[src/design/lbc_pkg.sv]
// Shared types and constants for the LRU block cache.
`timescale 1ns / 1ps
`default_nettype none

package lbc_pkg;

   localparam int KEY_W            = 12;
   localparam int HANDLE_W         = 32;
   localparam int ENTRY_W          = KEY_W + HANDLE_W;
   localparam int CSR_W            = 5;
   localparam int CAPACITY_DEFAULT = 16;

   localparam logic [CSR_W-1:0] ACTIVE_LINES_RESET = 5'd16;

   localparam logic KIND_LOOKUP = 1'b0;
   localparam logic KIND_PUT    = 1'b1;

   typedef enum logic [2:0] {
      ST_IDLE,
      ST_SEARCH,
      ST_SHIFT,
      ST_APPEND,
      ST_RESPOND
   } state_type;

   typedef struct packed {
      logic                hit;
      logic [HANDLE_W-1:0] handle;
   } result_type;

endpackage

`default_nettype wire

[src/design/lbc_mem.sv]
// Entry store: one write port, one read port with registered read data.
`timescale 1ns / 1ps
`default_nettype none

module lbc_mem #(
   parameter int DEPTH = lbc_pkg::CAPACITY_DEFAULT
) (
   input  wire logic                        clock,
   input  wire logic                        wr_en,
   input  wire logic [$clog2(DEPTH)-1:0]    wr_addr,
   input  wire logic [lbc_pkg::ENTRY_W-1:0] wr_data,
   input  wire logic                        rd_en,
   input  wire logic [$clog2(DEPTH)-1:0]    rd_addr,
   output logic      [lbc_pkg::ENTRY_W-1:0] rd_data
);
   import lbc_pkg::*;

   logic [ENTRY_W-1:0] mem_ff [DEPTH];
   logic [ENTRY_W-1:0] rd_data_ff;

   always_ff @(posedge clock) begin
      if (wr_en) begin
         mem_ff[wr_addr] <= wr_data;
      end
      if (rd_en) begin
         rd_data_ff <= mem_ff[rd_addr];
      end
   end

   assign rd_data = rd_data_ff;

endmodule

`default_nettype wire

[src/design/lbc_ctrl.sv]
// Sequencer: search walk, recency shift, append and result hand-off.
`timescale 1ns / 1ps
`default_nettype none

module lbc_ctrl #(
   parameter int CAPACITY = lbc_pkg::CAPACITY_DEFAULT
) (
   input  wire logic                           clock,
   input  wire logic                           reset,
   input  wire logic [lbc_pkg::CSR_W-1:0]      active_lines,
   input  wire logic                           req_valid,
   output logic                                req_stall,
   input  wire logic                           req_kind,
   input  wire logic [3:0]                     req_drum_id,
   input  wire logic [7:0]                     req_block_id,
   input  wire logic [lbc_pkg::HANDLE_W-1:0]   req_line_handle,
   output logic                                res_valid,
   output lbc_pkg::result_type                 res,
   input  wire logic                           res_free,
   output logic                                mem_we,
   output logic [$clog2(CAPACITY)-1:0]         mem_waddr,
   output logic [lbc_pkg::ENTRY_W-1:0]         mem_wdata,
   output logic                                mem_re,
   output logic [$clog2(CAPACITY)-1:0]         mem_raddr,
   input  wire logic [lbc_pkg::ENTRY_W-1:0]    mem_rdata
);
   import lbc_pkg::*;

   localparam int AW = $clog2(CAPACITY);
   localparam int OW = $clog2(CAPACITY + 1);
   localparam int LW = (OW > CSR_W) ? OW : CSR_W;

   state_type           state_ff, state_in;
   logic                kind_ff, kind_in;
   logic [KEY_W-1:0]    key_ff, key_in;
   logic [HANDLE_W-1:0] handle_ff, handle_in;
   logic [HANDLE_W-1:0] kept_ff, kept_in;
   logic                found_ff, found_in;
   logic [OW-1:0]       occ_ff, occ_in;
   logic [OW-1:0]       idx_ff, idx_in;
   logic [OW-1:0]       off_ff, off_in;
   logic                pend_ff, pend_in;
   logic [AW-1:0]       wr_addr_ff, wr_addr_in;

   logic [LW-1:0]       active_ext;
   logic [LW-1:0]       lim_wide;
   logic [OW-1:0]       lim;
   logic                key_match;
   logic [OW-1:0]       src_dst;

   always_comb begin
      active_ext = LW'(active_lines);
      if (active_ext == '0) begin
         lim_wide = LW'(1);
      end else if (active_ext > LW'(CAPACITY)) begin
         lim_wide = LW'(CAPACITY);
      end else begin
         lim_wide = active_ext;
      end
      lim = OW'(lim_wide);
   end

   assign key_match = pend_ff && (mem_rdata[ENTRY_W-1:HANDLE_W] == key_ff);
   assign src_dst   = idx_ff - off_ff;

   always_ff @(posedge clock) begin
      if (reset) begin
         state_ff <= ST_IDLE;
         occ_ff   <= '0;
         pend_ff  <= 1'b0;
      end else begin
         state_ff <= state_in;
         occ_ff   <= occ_in;
         pend_ff  <= pend_in;
      end
      kind_ff    <= kind_in;
      key_ff     <= key_in;
      handle_ff  <= handle_in;
      kept_ff    <= kept_in;
      found_ff   <= found_in;
      idx_ff     <= idx_in;
      off_ff     <= off_in;
      wr_addr_ff <= wr_addr_in;
   end

   always_comb begin
      state_in   = state_ff;
      kind_in    = kind_ff;
      key_in     = key_ff;
      handle_in  = handle_ff;
      kept_in    = kept_ff;
      found_in   = found_ff;
      occ_in     = occ_ff;
      idx_in     = idx_ff;
      off_in     = off_ff;
      pend_in    = pend_ff;
      wr_addr_in = wr_addr_ff;
      req_stall  = (state_ff != ST_IDLE);
      res_valid  = 1'b0;
      res.hit    = found_ff;
      res.handle = (found_ff && (kind_ff == KIND_LOOKUP)) ? kept_ff : '0;
      mem_we     = 1'b0;
      mem_waddr  = wr_addr_ff;
      mem_wdata  = mem_rdata;
      mem_re     = 1'b0;
      mem_raddr  = idx_ff[AW-1:0];

      case (state_ff)
         ST_IDLE: begin
            if (req_valid) begin
               kind_in   = req_kind;
               key_in    = {req_drum_id, req_block_id};
               handle_in = req_line_handle;
               found_in  = 1'b0;
               idx_in    = '0;
               pend_in   = 1'b0;
               state_in  = ST_SEARCH;
            end
         end
         ST_SEARCH: begin
            if (key_match) begin
               // entry idx-1 matched; later entries move down by one
               found_in = 1'b1;
               kept_in  = mem_rdata[HANDLE_W-1:0];
               off_in   = OW'(1);
               pend_in  = 1'b0;
               state_in = ST_SHIFT;
            end else if (idx_ff >= occ_ff) begin
               found_in = 1'b0;
               pend_in  = 1'b0;
               if (kind_ff == KIND_PUT) begin
                  if (occ_ff >= lim) begin
                     // evict the oldest entries down to one free line
                     off_in   = occ_ff - lim + OW'(1);
                     idx_in   = occ_ff - lim + OW'(1);
                     state_in = ST_SHIFT;
                  end else begin
                     state_in = ST_APPEND;
                  end
               end else begin
                  state_in = ST_RESPOND;
               end
            end else begin
               mem_re  = 1'b1;
               pend_in = 1'b1;
               idx_in  = idx_ff + OW'(1);
            end
         end
         ST_SHIFT: begin
            mem_we = pend_ff;
            if (idx_ff < occ_ff) begin
               mem_re     = 1'b1;
               pend_in    = 1'b1;
               wr_addr_in = src_dst[AW-1:0];
               idx_in     = idx_ff + OW'(1);
            end else begin
               pend_in  = 1'b0;
               occ_in   = occ_ff - off_ff;
               state_in = ST_APPEND;
            end
         end
         ST_APPEND: begin
            mem_we    = 1'b1;
            mem_waddr = occ_ff[AW-1:0];
            mem_wdata = {key_ff, (found_ff && (kind_ff == KIND_LOOKUP)) ? kept_ff : handle_ff};
            occ_in    = occ_ff + OW'(1);
            state_in  = ST_RESPOND;
         end
         ST_RESPOND: begin
            res_valid = 1'b1;
            if (res_free) begin
               state_in = ST_IDLE;
            end
         end
         default: begin
            state_in = ST_IDLE;
         end
      endcase
   end

endmodule

`default_nettype wire

[src/design/lru_block_cache.sv]
// Top level of the LRU block cache: config register, sequencer, store, result register.
// Fully associative cache of CAPACITY entries keyed by drum and block number.
// Request channel (req_*): valid/stall; a transfer is a lookup (kind 0) or a
//   put (kind 1). req_stall is high from the transfer until the item finishes.
// Response channel (rsp_*): valid/stall; one transfer per request with the
//   hit flag and, on a lookup hit, the stored handle (zero otherwise).
// csr_wr_en/csr_wr_data write active_lines; write only while idle.
// Sequence: a search reads one entry per cycle; a hit or an eviction then
//   shifts the younger entries down, one per cycle, through the store's
//   write and read ports, then the entry is appended and the result handed
//   off. A lookup miss goes straight from the search to the hand-off.
// Only one item is in work at a time. A finished result sits in the response
//   register; the next request can be taken and searched while it waits, and
//   that item holds in its hand-off step until the register is free.
// Reset (synchronous) empties the cache, clears the response valid flag and
//   sets active_lines to 16. No clearing pass is needed.
`timescale 1ns / 1ps
`default_nettype none

module lru_block_cache #(
   parameter int CAPACITY = lbc_pkg::CAPACITY_DEFAULT
) (
   input  wire logic                         clock,
   input  wire logic                         reset,
   input  wire logic                         csr_wr_en,
   input  wire logic [lbc_pkg::CSR_W-1:0]    csr_wr_data,
   input  wire logic                         req_valid,
   output logic                              req_stall,
   input  wire logic                         req_kind,
   input  wire logic [3:0]                   req_drum_id,
   input  wire logic [7:0]                   req_block_id,
   input  wire logic [lbc_pkg::HANDLE_W-1:0] req_line_handle,
   output logic                              rsp_valid,
   input  wire logic                         rsp_stall,
   output logic                              rsp_hit,
   output logic      [lbc_pkg::HANDLE_W-1:0] rsp_handle_out
);
   import lbc_pkg::*;

   localparam int AW = $clog2(CAPACITY);

   logic [CSR_W-1:0]    active_ff;
   logic                rsp_valid_ff, rsp_valid_in;
   logic                rsp_hit_ff, rsp_hit_in;
   logic [HANDLE_W-1:0] rsp_handle_ff, rsp_handle_in;

   logic                res_valid;
   result_type          res;
   logic                res_free;
   logic                mem_we;
   logic [AW-1:0]       mem_waddr;
   logic [ENTRY_W-1:0]  mem_wdata;
   logic                mem_re;
   logic [AW-1:0]       mem_raddr;
   logic [ENTRY_W-1:0]  mem_rdata;

   assign res_free = !rsp_valid_ff || !rsp_stall;

   always_comb begin
      rsp_valid_in  = rsp_valid_ff && rsp_stall;
      rsp_hit_in    = rsp_hit_ff;
      rsp_handle_in = rsp_handle_ff;
      if (res_valid && res_free) begin
         rsp_valid_in  = 1'b1;
         rsp_hit_in    = res.hit;
         rsp_handle_in = res.handle;
      end
   end

   always_ff @(posedge clock) begin
      if (reset) begin
         active_ff    <= ACTIVE_LINES_RESET;
         rsp_valid_ff <= 1'b0;
      end else begin
         if (csr_wr_en) begin
            active_ff <= csr_wr_data;
         end
         rsp_valid_ff <= rsp_valid_in;
      end
      rsp_hit_ff    <= rsp_hit_in;
      rsp_handle_ff <= rsp_handle_in;
   end

   assign rsp_valid      = rsp_valid_ff;
   assign rsp_hit        = rsp_hit_ff;
   assign rsp_handle_out = rsp_handle_ff;

   lbc_ctrl #(
      .CAPACITY (CAPACITY)
   ) u_ctrl (
      .clock           (clock),
      .reset           (reset),
      .active_lines    (active_ff),
      .req_valid       (req_valid),
      .req_stall       (req_stall),
      .req_kind        (req_kind),
      .req_drum_id     (req_drum_id),
      .req_block_id    (req_block_id),
      .req_line_handle (req_line_handle),
      .res_valid       (res_valid),
      .res             (res),
      .res_free        (res_free),
      .mem_we          (mem_we),
      .mem_waddr       (mem_waddr),
      .mem_wdata       (mem_wdata),
      .mem_re          (mem_re),
      .mem_raddr       (mem_raddr),
      .mem_rdata       (mem_rdata)
   );

   lbc_mem #(
      .DEPTH (CAPACITY)
   ) u_mem (
      .clock   (clock),
      .wr_en   (mem_we),
      .wr_addr (mem_waddr),
      .wr_data (mem_wdata),
      .rd_en   (mem_re),
      .rd_addr (mem_raddr),
      .rd_data (mem_rdata)
   );

endmodule

`default_nettype wire

[config.mk]
export PLATFORM = sky130hd
export DESIGN_NAME = lru_block_cache
export DESIGN_NICKNAME = d
export VERILOG_FILES = /design/src/design/lbc_pkg.sv /design/src/design/lbc_mem.sv /design/src/design/lbc_ctrl.sv /design/src/design/lru_block_cache.sv
export SDC_FILE = /design/constraint.sdc
export NUM_CORES = 1
export LEC_CHECK = 0
export BUFFER_PORTS_ARGS = -buffer_cell sky130_fd_sc_hd__clkbuf_2
export CAP_MARGIN = 10
export CORE_ASPECT_RATIO = 0.7
export CORE_MARGIN = 4
export CORE_UTILIZATION = 56
export CTS_CLUSTER_SIZE = 14
export DETAILED_ROUTE_END_ITERATION = 16
export PLACE_DENSITY_LB_ADDON = 0.3
export RECOVER_POWER = 25
export SLEW_MARGIN = 40
export SYNTH_ARGS = -nofsm -noshare
export SYNTH_HDL_FRONTEND = slang
export SYNTH_HIERARCHICAL = 1
export SYNTH_SLANG_ARGS = --single-unit
[constraint.sdc]
create_clock -name clock -period 5.59 [get_ports clock]
set_clock_uncertainty 0.1 [all_clocks]
set_input_delay 1.118 -clock clock [delete_from_list [all_inputs] [get_ports clock]]
set_output_delay 1.118 -clock clock [all_outputs]
set_load 0.01 [all_outputs]
; ---- Word-level counts from Yosys, hierarchy flattened
; Memory sizes are Yosys's and may differ from the RTL's. A register that Yosys moved wholly into a read port is not among the register bits.
; Cells that the tools add are included.
[totals]
register_bits = 140
latch_bits = 0
ramBits = 704
rom_bits = 0
input_bits = 55
elab_cells = 102
memories = 1
[mem_list]
columns = name, depth, word_bits, rd, rd_ports_with_merged_regs, wr, line_no
row1 = u_mem.mem_ff, 16, 44, 1, 1, 1, lbc_mem.sv:18  ; logic [ENTRY_W-1:0] mem_ff [DEPTH];
[op_classes]
add_sub_neg = 6
n_mul = 0
div_mod_pow = 0
n_lt_le_gt_ge = 4
eq_ne = 13
shift = 0
mux = 37
n_bitwise = 1
n_reduce_logical = 25
[ops]
columns = cell, count
row1 = 2-to-1 mux 5 bit, 10
row2 = 2-to-1 mux 44 bit, 1
row3 = 2-to-1 mux 32 bit, 1
row4 = 2-to-1 mux 3 bit, 6
row5 = adder 5 x 1 -> 5 bit (second input constant), 3
row6 = case mux 3 bit (5 select lines), 1
row7 = case mux 5 bit (3 select lines), 1
row8 = == test 12 bit, 1
row9 = 2-to-1 mux 1 bit, 11
row10 = greater-or-equal comparator 5 bit, 2
row11 = case mux 5 bit (2 select lines), 1
row12 = AND reduction 2 bit, 5
row13 = nonzero test 2 bit, 5
row14 = subtractor 5 bit, 2
row15 = != test 2 bit (second input constant), 4
row16 = AND reduction 4 bit, 2
row17 = == test 3 x 2 -> 1 bit (second input constant), 2
row18 = case mux 1 bit (2 select lines), 3
row19 = AND reduction 6 bit, 1
row20 = nonzero test 3 bit, 2
row21 = greater-than comparator 5 bit (second input constant), 1
row22 = logical NOT 5 bit, 1
row23 = less-than comparator 5 bit, 1
row24 = logical AND 1 bit, 4
row25 = other kinds (14), 15

; ---- Logic depth before layout (Yosys ltp)
[logic_depth]
depth_word = 10
mapped_depth = 14

; ---- Hierarchy
; The synthesis kept the hierarchy.
[by_module_without_submodules]
columns = mod, n_inst, cells_each, area_per_inst_um2, seq_area_each_um2
row1 = lbc_mem, 1, 1142, 27709.1, 22461.5
row2 = lbc_ctrl, 1, 496, 5301.3, 2942.8
row3 = lru_block_cache, 1, 54, 1211.2, 1111.1

; ---- Worst setup path after synthesis
; OpenSTA, ideal clock, no wires.
[synth_timing]
kind = register -> register
startpoint = register u_ctrl.state_ff[1]
endpoint = memory u_mem/mem_ff[0][0] in the netlist's numbering (enable)
setup_ps = 500
arrival_time_ps = 4827
path_slack_ps = 163
stages_incl_launch_ff = 10
synth_period_minus_slack_ps = 5427
path_cell_list = dfxtp_1 -> buf_4 -> nor2b_1 -> nand2_1 -> buf_2 -> buf_2 -> nand2_1 -> o21ai_1 -> or3b_2 -> nor3_1
[synth_between]
elab_cells_between_ends = 6
classes_between = 2 x eq/ne / 4 x mux
[synth_lines]
columns = element, line_no
row1 = start: declaration, lbc_ctrl.sv:33  ; state_type state_ff, state_in;
row2 = start signal: assignment, lbc_ctrl.sv:72  ; state_ff <= state_in;
row3 = == test 3 x 2 -> 1 bit, lbc_ctrl.sv:108  ; case (state_ff)
row4 = 2-to-1 mux 4 bit, lbc_ctrl.sv:108
row5 = net mem_waddr[2], lru_block_cache.sv:51  ; logic [AW-1:0] mem_waddr;
row6 = end: declaration, lbc_mem.sv:18
; The timed path passes the listed nets, and every way through them passes these cells.

; ---- Worst setup path after layout
[layout_timing]
startpoint = register u_ctrl.key_ff[2]
endpoint = register u_ctrl.kept_ff[4] (enable)
[layout_between]
elab_chain_len = 3
[layout_lines]
columns = element, line_no
row1 = start: declaration, lbc_ctrl.sv:35  ; logic [KEY_W-1:0] key_ff, key_in;
row2 = start signal: assignment, lbc_ctrl.sv:77  ; key_ff <= key_in;
row3 = == test 12 bit, lbc_ctrl.sv:63  ; assign key_match = pend_ff && (mem_rdata[ENTRY_W-1:HANDLE_W] == key_ff);
row4 = logical AND 1 bit, lbc_ctrl.sv:63
row5 = AND reduction 2 bit (no source line), n/a
row6 = end signal: assignment, lbc_ctrl.sv:79  ; kept_ff <= kept_in;
row7 = end: declaration, lbc_ctrl.sv:37  ; logic [HANDLE_W-1:0] kept_ff, kept_in;
; Every way passes these cells.
; A chain may end at the register's enable or synchronous reset.

==> metrics.txt <==
Routed WL 74.4 mm; critical path startpoint category flip-flop; reg-to-reg setup timing slack approximately 1400 ps; most common cell in the netlist edfxtp_1; Post CTS Setup Buffer Count 0; CP required between 5000 and 6000 ps; Hold Path Class reg2reg; maximum level of the CTS H-tree 3; Post-Syn Instances ~1700; fin. max-slew vios roughly 80; Die Ht approximately 210 µm; dpl hpwl around 42 mm; asr flop ratio synth 0%; final hold vios 0; initial antenna violation count 2; share of cells above drive strength 1 a little under a quarter; RR Startpoint u_ctrl/key_ff[2]; CP max FO 24; Pre-antenna DRT Iters 6; total number of vias about 17000; I/O pin count 90; I/O Buffers 89; # setup viols final 0; Worst EP arrival 4330 ps; core outline area 60200 µm²; DRC viols 0; root buf cell clkbuf_16; RSZ-0062 raised after global routing false; Worst Setup End Kind flip-flop; final net count ~1900; netlist area before placement between 30000 and 40000 µm²; placed instance count around 2600; vias in the first global route approximately 17000; clock tree buffer depth 3; vias per cell 6.24; fin cells about 2700; setup TNS 0 ps; status complete, but fails checks; flop and latch count out of synthesis between 800 and 900; clock tree sinks roughly 900; Final Cycle Share between 70 and 80%; Clock transition at path regs approximately 60 ps; fillcell total 3990; pwr dens approximately 520 nW/µm²; Synth warnings 6; dominant cell type by area after synthesis edfxtp_1; total CTS buffers between 80 and 90; grt ovf 0; DR WL/cell 27.4 µm; fmax ~240 MHz; critical path capture point u_ctrl/kept_ff[4]; top cells by count, synth edfxtp_1 (873), mux4_2 (176), nand2_1 (130); Avg Cell Area, Syn around 20 µm²; Netlist cell types a little under 60; Yosys top cell area share 76.6%; min Tclk post-route roughly 4200 ps; GR Util All Layers 23.2%; ys flop type edfxtp_1; failing checks capacitance limit, slew limit; Worst-Skew Late Latency ~630 ps; Die W between 300 and 400 µm; Iter 0 DRT Violations ~2100; Slew headroom -29.7%; total power about 20 mW; # hold bufs at CTS 0; Synth Net Count roughly 1800; MaxCap Viol Count 6; P_leak 12.5 nW; die area 65200 µm²; Post-synth EDFFs 873; CP startpoint u_ctrl/key_ff[2]; R2R Path End u_ctrl/kept_ff[4]; first-pass GRT wire length about 110 mm; CTS tree yes; Starting Density a little under three fifths; largest net degree at the start of global routing between 100 and 150; ANT nets after route 0; top cells by area, synth edfxtp_1 (77%), mux4_2 (12%), a22oi_1 (1.9%); sequential fraction of the synthesis area between 70% and 80%; worst r2r path cells 6; post-CTS resize count 0; Peak supply drop 0.354 mV; critical path class reg2reg; ant diodes 0; RD Place Congestion slightly below 0.8; Area Growth Syn to Fin 13.1%; slew at the pin closest to its max-slew limit between 1500 and 2000 ps; row cnt 75
[stage by stage]
stage	utilization, %	setup WS [ps]	hold slack, ps	cell area, µm²
after floorplan	-	163	326	34200
after global placement	59.7	1760	327	35900
after detailed placement	60.0	1700	334	36100
after CTS	64.2	1660	346	38700
after global routing	64.3	1270	355	38700
final	64.3	1420	346	38700
[routing by layer]
layer / GRT usage (%) / routed length [µm] / up-vias
met5: 0 / 0 / -
met3: 5.77 / 7830 / 101
met2: 34.3 / 34500 / 843
li1: - / - / 7183
met4: 5.24 / 1410 / 0
met1: 35.7 / 30700 / 8815
[cell type report]
cell class	count	area, µm²	area share [%]
Sequential cell	888	26500	68.5
Multi-Input combinational cell	696	7310	18.9
Clock buffer	99	2140	5.52
Timing Repair Buffer	161	1230	3.18
Tap cell	808	1010	2.61
Clock inverter	41	419	1.08
Inverter	22	82.6	0.213
[cells in the final DEF (no fill, tap or decap), types with 31 or more instances in the layout]
master	instances
mux4_2	176
clkbuf_2	44
and2_0	33
clkbuf_16	83
clkbuf_1	68
a22oi_1	88
o21ai_0	31
nand2_1	129
buf_4	42
edfxtp_1	873
a21oi_1	46
[registers in the layout, indices dropped and copies added, names as in the netlist]
signal	flops
rsp_handle_out	32
u_ctrl/pend_ff	1
rsp_valid	1
u_ctrl/occ_ff	5
u_ctrl/kept_ff	32
u_ctrl/state_ff	3
u_mem/mem_ff	704
u_ctrl/handle_ff	32
u_mem/rd_data	44
u_ctrl/found_ff	1
rsp_hit	1
u_ctrl/off_ff	5
u_ctrl/key_ff	12
u_ctrl/kind_ff	1
u_ctrl/wr_addr_ff	4
u_ctrl/idx_ff	5
active_ff	5
[kinds of logic (layout without fill, tap and decap cells)]
group                    after synthesis  in the layout  share of synthesized area, %
flip-flops                           888            888                          77.5
buffers and inverters                108            323                          1.60
XOR/XNOR                              26             26                         0.665
AO/OA/AOI/OAI                        203            203                          3.91
AND/OR/NAND/NOR                      258            258                          3.53
multiplexers                         181            181                          11.7
adder cells (fa/ha/maj)               28             28                          1.08
[worst max-delay path, stage by stage, from the launching register on]
cell and delay, ps:
edfxtp_1 420, xnor2_1 480, nand4_1 170, nor4_1 320, clkbuf_1 550, and2_0 1150
buf_4 540
[worst min-delay path by stage]
stage | endpoint | slack (ps) | cells past startpoint | startpoint
floorplan | u_ctrl/kept_ff[0] | 330 | 0 | u_mem/rd_data[0]
global route | u_ctrl/kept_ff[27] | 350 | 0 | u_mem/rd_data[27]
global placement | u_ctrl/kept_ff[29] | 330 | 0 | u_mem/rd_data[29]
finish | u_ctrl/kept_ff[6] | 350 | 0 | u_mem/rd_data[6]
detailed placement | u_ctrl/kept_ff[6] | 330 | 0 | u_mem/rd_data[6]
CTS | u_ctrl/kept_ff[6] | 350 | 0 | u_mem/rd_data[6]
[power by group]
group	leakage (nW)	switching, mW	internal, mW	total [mW]
Combinational	3.20	3.46	2.02	5.49
Clock	1.25	2.34	3.05	5.40
Sequential	8.03	0.256	8.95	9.21
(Power assumes the default switching activity.)
